File: src/rtl/core/kpt_pkg.sv
// Shared types, constants and the microprogram of the Kalman position tracker.
package kpt_pkg;

	localparam int FRAC_BITS = 16;
	localparam int W = 32;
	localparam int NREG = 32;
	localparam int RA_W = 5;
	localparam int PC_W = 7;
	localparam int CFG_IDX_W = 2;

	localparam logic signed [W-1:0] Q_ONE = W'(1) <<< FRAC_BITS;
	localparam logic signed [W-1:0] SMAX = {1'b0, {(W-1){1'b1}}};
	localparam logic signed [W-1:0] SMIN = {1'b1, {(W-1){1'b0}}};

	// configuration register indexes
	localparam logic [CFG_IDX_W-1:0] CFG_SPEED = 2'd0;
	localparam logic [CFG_IDX_W-1:0] CFG_POS_NOISE = 2'd1;
	localparam logic [CFG_IDX_W-1:0] CFG_HEAD_NOISE = 2'd2;
	localparam logic [CFG_IDX_W-1:0] CFG_MEAS_NOISE = 2'd3;

	// register file map
	localparam logic [RA_W-1:0] R_ZERO = 5'd0;
	localparam logic [RA_W-1:0] R_ONE = 5'd1;
	localparam logic [RA_W-1:0] R_SPEED = 5'd2;
	localparam logic [RA_W-1:0] R_PN = 5'd3;
	localparam logic [RA_W-1:0] R_HN = 5'd4;
	localparam logic [RA_W-1:0] R_MN = 5'd5;
	localparam logic [RA_W-1:0] R_DT = 5'd6;
	localparam logic [RA_W-1:0] R_MX = 5'd7;
	localparam logic [RA_W-1:0] R_MY = 5'd8;
	localparam logic [RA_W-1:0] R_PX = 5'd9;
	localparam logic [RA_W-1:0] R_PY = 5'd10;
	localparam logic [RA_W-1:0] R_C00 = 5'd11; // covariance 11..19, row major
	localparam logic [RA_W-1:0] R_D = 5'd20;
	localparam logic [RA_W-1:0] R_XP = 5'd21;
	localparam logic [RA_W-1:0] R_T0 = 5'd22;
	localparam logic [RA_W-1:0] R_T1 = 5'd23;
	localparam logic [RA_W-1:0] R_T2 = 5'd24;
	localparam logic [RA_W-1:0] R_T3 = 5'd25;
	localparam logic [RA_W-1:0] R_T4 = 5'd26;
	localparam logic [RA_W-1:0] R_T5 = 5'd27;
	localparam logic [RA_W-1:0] R_T6 = 5'd28;
	localparam logic [RA_W-1:0] R_T7 = 5'd29;
	localparam logic [RA_W-1:0] R_T8 = 5'd30;
	localparam logic [RA_W-1:0] R_T9 = 5'd31;

	typedef enum logic [2:0] {
		OP_NOP,
		OP_MUL,   // acc = a*b, wb if wr
		OP_MAC,   // acc += a*b
		OP_ADD,   // acc = a+b (exact)
		OP_SUB,   // acc = a-b
		OP_DIV,   // dst = sat((a<<F)/b), multi cycle
		OP_DONE   // end of program
	} op_t;

	typedef enum logic [1:0] {
		JC_NONE,
		JC_SEEDED, // jump when already seeded
		JC_DETNZ   // jump when register a is nonzero
	} jc_t;

	typedef struct packed {
		op_t op;
		logic [RA_W-1:0] a;
		logic [RA_W-1:0] b;
		logic [RA_W-1:0] dst;
		logic wr;     // write saturated accumulator (or quotient) to dst
		logic neg;    // negate the quotient before writeback (divide only)
		jc_t jc;
		logic [PC_W-1:0] tgt;
	} uop_t;

	typedef struct packed {
		logic busy;
		logic div_busy;
	} dp_stat_t;

	function automatic uop_t mk(op_t op, logic [RA_W-1:0] a, logic [RA_W-1:0] b,
		logic [RA_W-1:0] dst, logic wr, logic neg);
		uop_t u;
		u.op = op; u.a = a; u.b = b; u.dst = dst; u.wr = wr; u.neg = neg;
		u.jc = JC_NONE; u.tgt = '0;
		return u;
	endfunction

	function automatic uop_t mkj(jc_t jc, logic [RA_W-1:0] a, logic [PC_W-1:0] tgt);
		uop_t u;
		u = mk(OP_NOP, a, R_ZERO, R_ZERO, 1'b0, 1'b0);
		u.jc = jc; u.tgt = tgt;
		return u;
	endfunction

	function automatic logic [RA_W-1:0] cv(int i, int j);
		return RA_W'(11 + 3*i + j);
	endfunction

	// Program. Registers: T0..T9 temporaries; the A*P*A^T with A having only
	// d at [1][2] expands to: ap rows 0,2 = P rows, ap row1 = P1 + d*P2.
	function automatic uop_t ucode(logic [PC_W-1:0] pc);
		case (pc)
			// seed
			7'd0: return mkj(JC_SEEDED, R_ZERO, 7'd3);
			7'd1: return mk(OP_ADD, R_MX, R_ZERO, R_PX, 1'b1, 1'b0);
			7'd2: return mk(OP_ADD, R_MY, R_ZERO, R_PY, 1'b1, 1'b0);
			// d, xp
			7'd3: return mk(OP_MUL, R_SPEED, R_DT, R_D, 1'b1, 1'b0);
			7'd4: return mk(OP_ADD, R_PX, R_D, R_XP, 1'b1, 1'b0);
			// ap row1 = dot3(0,P0j,1,P1j,d,P2j) -> T0..T2 ; rows 0,2 = P (exact dot)
			7'd5: return mk(OP_MUL, R_ONE, cv(1,0), R_ZERO, 1'b0, 1'b0);
			7'd6: return mk(OP_MAC, R_D, cv(2,0), R_T0, 1'b1, 1'b0);
			7'd7: return mk(OP_MUL, R_ONE, cv(1,1), R_ZERO, 1'b0, 1'b0);
			7'd8: return mk(OP_MAC, R_D, cv(2,1), R_T1, 1'b1, 1'b0);
			7'd9: return mk(OP_MUL, R_ONE, cv(1,2), R_ZERO, 1'b0, 1'b0);
			7'd10: return mk(OP_MAC, R_D, cv(2,2), R_T2, 1'b1, 1'b0);
			// ap rows0/2 = qmul(one,P) which equals P exactly
			// pp[i][j] = dot3(ap[i][k], a[j][k]); a row0=e0,row1=(0,1,d),row2=e2
			// pp00=P00, pp01 = P01 + d*P02 -> T3, pp02=P02
			7'd11: return mk(OP_MUL, R_ONE, cv(0,1), R_ZERO, 1'b0, 1'b0);
			7'd12: return mk(OP_MAC, R_D, cv(0,2), R_T3, 1'b1, 1'b0);
			// pp10=T0, pp11 = T1 + d*T2 -> T4, pp12=T2
			7'd13: return mk(OP_MUL, R_ONE, R_T1, R_ZERO, 1'b0, 1'b0);
			7'd14: return mk(OP_MAC, R_D, R_T2, R_T4, 1'b1, 1'b0);
			// pp20=P20, pp21 = P21 + d*P22 -> T5, pp22=P22
			7'd15: return mk(OP_MUL, R_ONE, cv(2,1), R_ZERO, 1'b0, 1'b0);
			7'd16: return mk(OP_MAC, R_D, cv(2,2), R_T5, 1'b1, 1'b0);
			// write pp into covariance slots (pp in C) with noise
			7'd17: return mk(OP_ADD, cv(0,0), R_PN, cv(0,0), 1'b1, 1'b0);
			7'd18: return mk(OP_ADD, R_T3, R_ZERO, cv(0,1), 1'b1, 1'b0);
			7'd19: return mk(OP_ADD, R_T0, R_ZERO, cv(1,0), 1'b1, 1'b0);
			7'd20: return mk(OP_ADD, R_T4, R_PN, cv(1,1), 1'b1, 1'b0);
			7'd21: return mk(OP_ADD, R_T2, R_ZERO, cv(1,2), 1'b1, 1'b0);
			7'd22: return mk(OP_ADD, R_T5, R_ZERO, cv(2,1), 1'b1, 1'b0);
			7'd23: return mk(OP_ADD, cv(2,2), R_HN, cv(2,2), 1'b1, 1'b0);
			// S: s00 -> T0, s11 -> T1 (s01=C01, s10=C10)
			7'd24: return mk(OP_ADD, cv(0,0), R_MN, R_T0, 1'b1, 1'b0);
			7'd25: return mk(OP_ADD, cv(1,1), R_MN, R_T1, 1'b1, 1'b0);
			// det = sat(qmul(s00,s11) - qmul(s01,s10)) -> T2
			7'd26: return mk(OP_MUL, R_T0, R_T1, R_T2, 1'b1, 1'b0);
			7'd27: return mk(OP_MUL, cv(0,1), cv(1,0), R_T3, 1'b1, 1'b0);
			7'd28: return mk(OP_SUB, R_T2, R_T3, R_T2, 1'b1, 1'b0);
			7'd29: return mkj(JC_DETNZ, R_T2, 7'd31);
			7'd30: return mk(OP_ADD, R_ONE, R_ZERO, R_T2, 1'b1, 1'b0); // patched to LSB
			// inverse: si00 T3, si11 T4, si01 T5, si10 T6
			7'd31: return mk(OP_DIV, R_T1, R_T2, R_T3, 1'b1, 1'b0);
			7'd32: return mk(OP_DIV, R_T0, R_T2, R_T4, 1'b1, 1'b0);
			7'd33: return mk(OP_DIV, cv(0,1), R_T2, R_T5, 1'b1, 1'b1);
			7'd34: return mk(OP_DIV, cv(1,0), R_T2, R_T6, 1'b1, 1'b1);
			// K: k00 T0,k01 T1,k10 T2,k11 T7,k20 T8,k21 T9
			7'd35: return mk(OP_MUL, cv(0,0), R_T3, R_ZERO, 1'b0, 1'b0);
			7'd36: return mk(OP_MAC, cv(0,1), R_T6, R_T0, 1'b1, 1'b0);
			7'd37: return mk(OP_MUL, cv(0,0), R_T5, R_ZERO, 1'b0, 1'b0);
			7'd38: return mk(OP_MAC, cv(0,1), R_T4, R_T1, 1'b1, 1'b0);
			7'd39: return mk(OP_MUL, cv(1,0), R_T3, R_ZERO, 1'b0, 1'b0);
			7'd40: return mk(OP_MAC, cv(1,1), R_T6, R_T2, 1'b1, 1'b0);
			7'd41: return mk(OP_MUL, cv(1,0), R_T5, R_ZERO, 1'b0, 1'b0);
			7'd42: return mk(OP_MAC, cv(1,1), R_T4, R_T7, 1'b1, 1'b0);
			7'd43: return mk(OP_MUL, cv(2,0), R_T3, R_ZERO, 1'b0, 1'b0);
			7'd44: return mk(OP_MAC, cv(2,1), R_T6, R_T8, 1'b1, 1'b0);
			7'd45: return mk(OP_MUL, cv(2,0), R_T5, R_ZERO, 1'b0, 1'b0);
			7'd46: return mk(OP_MAC, cv(2,1), R_T4, R_T9, 1'b1, 1'b0);
			// innovation ix T3, iy T4
			7'd47: return mk(OP_SUB, R_MX, R_XP, R_T3, 1'b1, 1'b0);
			7'd48: return mk(OP_SUB, R_MY, R_PY, R_T4, 1'b1, 1'b0);
			// position update via T5
			7'd49: return mk(OP_MUL, R_T0, R_T3, R_ZERO, 1'b0, 1'b0);
			7'd50: return mk(OP_MAC, R_T1, R_T4, R_T5, 1'b1, 1'b0);
			7'd51: return mk(OP_ADD, R_XP, R_T5, R_PX, 1'b1, 1'b0);
			7'd52: return mk(OP_MUL, R_T2, R_T3, R_ZERO, 1'b0, 1'b0);
			7'd53: return mk(OP_MAC, R_T7, R_T4, R_T5, 1'b1, 1'b0);
			7'd54: return mk(OP_ADD, R_PY, R_T5, R_PY, 1'b1, 1'b0);
			// ikh: 00=1-k00 T0, 01=-k01 T1, 10=-k10 T2, 11=1-k11 T7,
			// 20=-k20 T8, 21=-k21 T9, others identity
			7'd55: return mk(OP_SUB, R_ONE, R_T0, R_T0, 1'b1, 1'b0);
			7'd56: return mk(OP_SUB, R_ZERO, R_T1, R_T1, 1'b1, 1'b0);
			7'd57: return mk(OP_SUB, R_ZERO, R_T2, R_T2, 1'b1, 1'b0);
			7'd58: return mk(OP_SUB, R_ONE, R_T7, R_T7, 1'b1, 1'b0);
			7'd59: return mk(OP_SUB, R_ZERO, R_T8, R_T8, 1'b1, 1'b0);
			7'd60: return mk(OP_SUB, R_ZERO, R_T9, R_T9, 1'b1, 1'b0);
			// new P col j, rows 0,1 need temps: row0 -> T3..T5, row1 -> T6, D, XP
			// row0: n0j = T0*pp0j + T1*pp1j (+0*pp2j); row1: T2*pp0j + T7*pp1j
			// row2: T8*pp0j + T9*pp1j + 1*pp2j. Compute rows 0,1 to temps first.
			7'd61: return mk(OP_MUL, R_T0, cv(0,0), R_ZERO, 1'b0, 1'b0);
			7'd62: return mk(OP_MAC, R_T1, cv(1,0), R_T3, 1'b1, 1'b0);
			7'd63: return mk(OP_MUL, R_T0, cv(0,1), R_ZERO, 1'b0, 1'b0);
			7'd64: return mk(OP_MAC, R_T1, cv(1,1), R_T4, 1'b1, 1'b0);
			7'd65: return mk(OP_MUL, R_T0, cv(0,2), R_ZERO, 1'b0, 1'b0);
			7'd66: return mk(OP_MAC, R_T1, cv(1,2), R_T5, 1'b1, 1'b0);
			7'd67: return mk(OP_MUL, R_T2, cv(0,0), R_ZERO, 1'b0, 1'b0);
			7'd68: return mk(OP_MAC, R_T7, cv(1,0), R_T6, 1'b1, 1'b0);
			7'd69: return mk(OP_MUL, R_T2, cv(0,1), R_ZERO, 1'b0, 1'b0);
			7'd70: return mk(OP_MAC, R_T7, cv(1,1), R_D, 1'b1, 1'b0);
			7'd71: return mk(OP_MUL, R_T2, cv(0,2), R_ZERO, 1'b0, 1'b0);
			7'd72: return mk(OP_MAC, R_T7, cv(1,2), R_XP, 1'b1, 1'b0);
			// row2 directly into C2j (C2j read in the same dot before write)
			7'd73: return mk(OP_MUL, R_T8, cv(0,0), R_ZERO, 1'b0, 1'b0);
			7'd74: return mk(OP_MAC, R_T9, cv(1,0), R_ZERO, 1'b0, 1'b0);
			7'd75: return mk(OP_MAC, R_ONE, cv(2,0), cv(2,0), 1'b1, 1'b0);
			7'd76: return mk(OP_MUL, R_T8, cv(0,1), R_ZERO, 1'b0, 1'b0);
			7'd77: return mk(OP_MAC, R_T9, cv(1,1), R_ZERO, 1'b0, 1'b0);
			7'd78: return mk(OP_MAC, R_ONE, cv(2,1), cv(2,1), 1'b1, 1'b0);
			7'd79: return mk(OP_MUL, R_T8, cv(0,2), R_ZERO, 1'b0, 1'b0);
			7'd80: return mk(OP_MAC, R_T9, cv(1,2), R_ZERO, 1'b0, 1'b0);
			7'd81: return mk(OP_MAC, R_ONE, cv(2,2), cv(2,2), 1'b1, 1'b0);
			// copy rows 0,1
			7'd82: return mk(OP_ADD, R_T3, R_ZERO, cv(0,0), 1'b1, 1'b0);
			7'd83: return mk(OP_ADD, R_T4, R_ZERO, cv(0,1), 1'b1, 1'b0);
			7'd84: return mk(OP_ADD, R_T5, R_ZERO, cv(0,2), 1'b1, 1'b0);
			7'd85: return mk(OP_ADD, R_T6, R_ZERO, cv(1,0), 1'b1, 1'b0);
			7'd86: return mk(OP_ADD, R_D, R_ZERO, cv(1,1), 1'b1, 1'b0);
			7'd87: return mk(OP_ADD, R_XP, R_ZERO, cv(1,2), 1'b1, 1'b0);
			7'd88: return mk(OP_DONE, R_ZERO, R_ZERO, R_ZERO, 1'b0, 1'b0);
			default: return mk(OP_DONE, R_ZERO, R_ZERO, R_ZERO, 1'b0, 1'b0);
		endcase
	endfunction

	function automatic logic signed [W-1:0] sat64(logic signed [W+35:0] v);
		if (v > (W+36)'(SMAX)) return SMAX;
		if (v < (W+36)'(SMIN)) return SMIN;
		return v[W-1:0];
	endfunction

endpackage

File: src/rtl/core/kpt_sequencer.sv
// Step counter over the microprogram, with conditional jumps and divider waits.
module kpt_sequencer (
	input  logic clk,
	input  logic arst_n,
	input  logic start,
	input  kpt_pkg::dp_stat_t stat,
	input  logic a_nz,
	output kpt_pkg::uop_t uop,
	output logic exec,
	output logic finish,
	output logic running
);
	logic [kpt_pkg::PC_W-1:0] pc_q;
	logic run_q;
	logic seeded_q;
	logic stall;
	logic take;

	assign uop = kpt_pkg::ucode(pc_q);
	assign stall = stat.div_busy;
	assign exec = run_q && !stall;
	assign finish = exec && uop.op == kpt_pkg::OP_DONE;
	assign running = run_q;

	always_comb begin
		case (uop.jc)
			kpt_pkg::JC_SEEDED: take = seeded_q;
			kpt_pkg::JC_DETNZ: take = a_nz;
			default: take = 1'b0;
		endcase
	end

	always_ff @(posedge clk or negedge arst_n) begin
		if (!arst_n) begin
			pc_q <= '0;
			run_q <= 1'b0;
			seeded_q <= 1'b0;
		end else if (start) begin
			pc_q <= '0;
			run_q <= 1'b1;
		end else if (exec) begin
			if (finish) begin
				run_q <= 1'b0;
				seeded_q <= 1'b1;
			end else if (take) pc_q <= uop.tgt;
			else pc_q <= pc_q + 1'b1;
		end
	end
endmodule

File: config.mk
export PLATFORM = sky130hd
export DESIGN_NAME = kpt_sequencer
export DESIGN_NICKNAME = d
export VERILOG_FILES = /design/src/rtl/core/kpt_pkg.sv /design/src/rtl/core/kpt_sequencer.sv
export SDC_FILE = /design/constraint.sdc
export NUM_CORES = 1
export LEC_CHECK = 0
export BUFFER_PORTS_ARGS = -buffer_cell sky130_fd_sc_hd__buf_2
export CAP_MARGIN = 20
export CORE_MARGIN = 8
export CORE_UTILIZATION = 40
export DETAILED_ROUTE_END_ITERATION = 12
export SETUP_SLACK_MARGIN = 0.3
export SLEW_MARGIN = 40
export SYNTH_ARGS = -nofsm -noshare
export SYNTH_HDL_FRONTEND = slang
export SYNTH_SLANG_ARGS = --single-unit
File: constraint.sdc
create_clock -name clk -period 4.2 [get_ports clk]
set_input_delay 0.84 -clock clk [delete_from_list [all_inputs] [get_ports clk]]
set_output_delay 0.84 -clock clk [all_outputs]
set_load 0.02 [all_outputs]
==> impl_results.md <==
* Max rail drop VDD at about 190 µV
* CTS tree: done
* Die area at roughly 10000 µm²
* Mean post-synth cell area at 6.43 µm²
* Class of the most critical setup path: flop to output port
* Vias in the first global route at 3434
* Max cap viols at 0
* Initial antenna violation count at 0
* Cell Area, Placed at 3180 µm²
* Synth unique cells at 71
* Layout cells sized above 1 at 18.0%
* Die H at between 100 and 150 µm
* Maximum buffer depth of the clock tree at 2
* Most frequent cells in the layout: 63 x nand2_1, 50 x nor2_1, 42 x a21oi_1, 34 x buf_2, 33 x o21ai_0
* Fin. max-slew vios at 0
* Initial drt markers at 630
* Largest net degree at the start of global routing at 38
* Min cycle time layout at between 3000 and 4000 ps
* Clock sink total at 9
* Port Buf Inserts at 34
* I/O pins at 38
* Yosys top cell area share at 8.79%
* RSZ-0062 raised after global routing: no
* Critical Path, Cell by Cell: buf_4 -> ha_1 -> nor2b_1 -> a2111oi_0 -> a211oi_1 -> o21ai_1 -> o31ai_1 -> buf_2
* Slowest stage delay, CP at 770 ps
* ANT cells at 0
* Crit path max fanout at 14
* CP max stage cell: a2111oi_0
* Worst Setup SP: pc_q[0]
* Initial Util at 41.2%
* Crit path DAT at 2910 ps
* Req. time, crit path at 3360 ps
* Total Power at 0.493 mW
* DP Worst Slack at 620 ps
* Startpoint Class: flop
* Max_slew headroom at 45.7%
* Slew @ Worst Pin at 794 ps
* Cts bufs inserted at 3
* Reg clk slew, reported paths at 50 ps
* Setup TNS at 0 ps
* Fin. Hold Viols at 0
* Synth Instances at 465
* Register area share after synthesis at about 7.5%
* GRT Resource Usage Total at 22.9%
* Syn Std Cell Area at 2990 µm²
* Post-synth top flop: dfrtp_1
* Clk_skew at 4.31 ps
* CTS H-Tree Depth at 1
* Finished Cell Area at 3270 µm²
* Total grt overflow at 0
* Final setup viols at 0
* WL per Instance at 20.6 µm
* Root buffer cell: clkbuf_8
* Synth area leaders: ha_1 8.8%, nand2_1 7.9%, dfrtp_1 7.5%, a21oi_1 7.0%, nor2_1 6.3%
* Outcome: complete, no violations
* FFs w/ async S/R, synth at 100%
* Post-synthesis register bit count at 9
* Area grow syn2layout at 9.37%
* First-pass GRT wire length at between 15000 and 20000 µm
* Placer Congestion at 1.01
* Horiz. Die Dim at 102 µm
* Max Clk Rate at 267 MHz
* Leak Pwr at between 1 and 1.5 nW
* Final Cycle Share at 89.3%
* Drt pass-1 iters at 6
* Core area at between 7000 and 8000 µm²
* EDFF count, synth at 0
* Via/cell ratio at 6.59
* Row cnt at 31
* Remaining DRCs at 0
* Vias at 3794
* Worst setup EP type: output port
* Final nets at 505
* Detail Route Antenna Nets at 0
* CTS Hold Bufs at 0
* Hold crit path type: input port to async pin
* Worst setup margin at between 400 and 500 ps
* Synth Warn # at 0
* Synth area leader: ha_1
* Commonest non-fill, non-tap cell in the layout: nand2_1
* Clk Latency, worst-skew pair at about 240 ps
* Hpwl dp at 8740 µm
* Total Wirelength at 11900 µm
* Pwr dens at 151 nW/µm²
* Worst reg2reg startpoint: pc_q[1]
final cells by class:
cell class | instances | area [µm²]
well taps | 99 | 124
inverters | 13 | 56.3
multi-input cells | 395 | 2470
repair buffers | 56 | 348
clock buffers | 4 | 45.0
flip-flops and latches | 9 | 230
fillers | 764 | 3980
registers in the layout (all words and copies together), names as in the netlist:
signal    count
running       1
pc_q          7
seeded_q      1
cell usage after synthesis (5+ instances only):
master and n:
buf_1 5, inv_1 9, nand2b_1 15, nor2b_1 8, nor3_1 9, a31oi_1 18
dfrtp_1 9, buf_4 8, a21oi_1 42, and3_1 5, nor2_1 50, a211oi_1 9
o211ai_1 10, ha_1 21, clkbuf_1 20, o22ai_1 5, o21ai_1 7, mux2i_1 7
o21ai_0 33, buf_2 13, nand3_1 11, o31ai_1 5, nand2_1 63, o221ai_1 5
routing by layer:
layer	wire, µm	track usage [%]	vias to the layer above
met5	0	0	-
met3	1410	3.07	50
li1	-	-	1722
met1	4740	30.6	1726
met4	427	10.2	0
met2	5300	35.5	296
critical path: cells and delay by family, from the launching register on:
kind	cells	cell delay, ps
AOI/OAI and AO/OA	4	1170
buffers and inverters	2	430
DFF	1	410
adders and majority gates	1	390
and+or+nand+nor	1	260
through the flow:
step,util [%],hold WS (ps),cells
after floorplan,-,444,466
after global placement,43.8,479,567
after detailed placement,43.8,481,567
after CTS,44.5,450,571
after global routing,45.1,461,576
final,45.1,447,576
final timing paths:
kind                             to  slack, ps  cells after the start
min in group clk           seeded_q        490                      1
setup / recovery            uop[18]        450                      8
hold / removal              running        450                      1
setup reg to reg            pc_q[6]       1100                     10
max in group asynchronous   pc_q[4]       3550                      1
hold reg to reg            seeded_q        490                      1
cell families (layout without fill, tap and decap cells):
kind of cell | after synthesis | count (layout) | synth area share, %
other | 1 | 2 | 0.125
buffers and inverters | 62 | 73 | 10.1
xor gates and xnor gates | 1 | 1 | 0.293
AOI/OAI and AO/OA | 175 | 175 | 38.4
and+or+nand+nor | 185 | 185 | 30.2
muxes | 11 | 11 | 4.60
DFF | 9 | 9 | 7.53
adders and majority gates | 21 | 21 | 8.79
timing repair:
action,CTS,global route
resized for setup,0,3
setup endpoints to repair,0,4
buffers inserted,0,5
where the power goes:
group	switching [mW]	internal (mW)	total, mW
clock	0.0374	0.0664	0.104
sequential	0.00605	0.0891	0.0951
combinational	0.191	0.103	0.294
(Power assumes the default switching activity.)
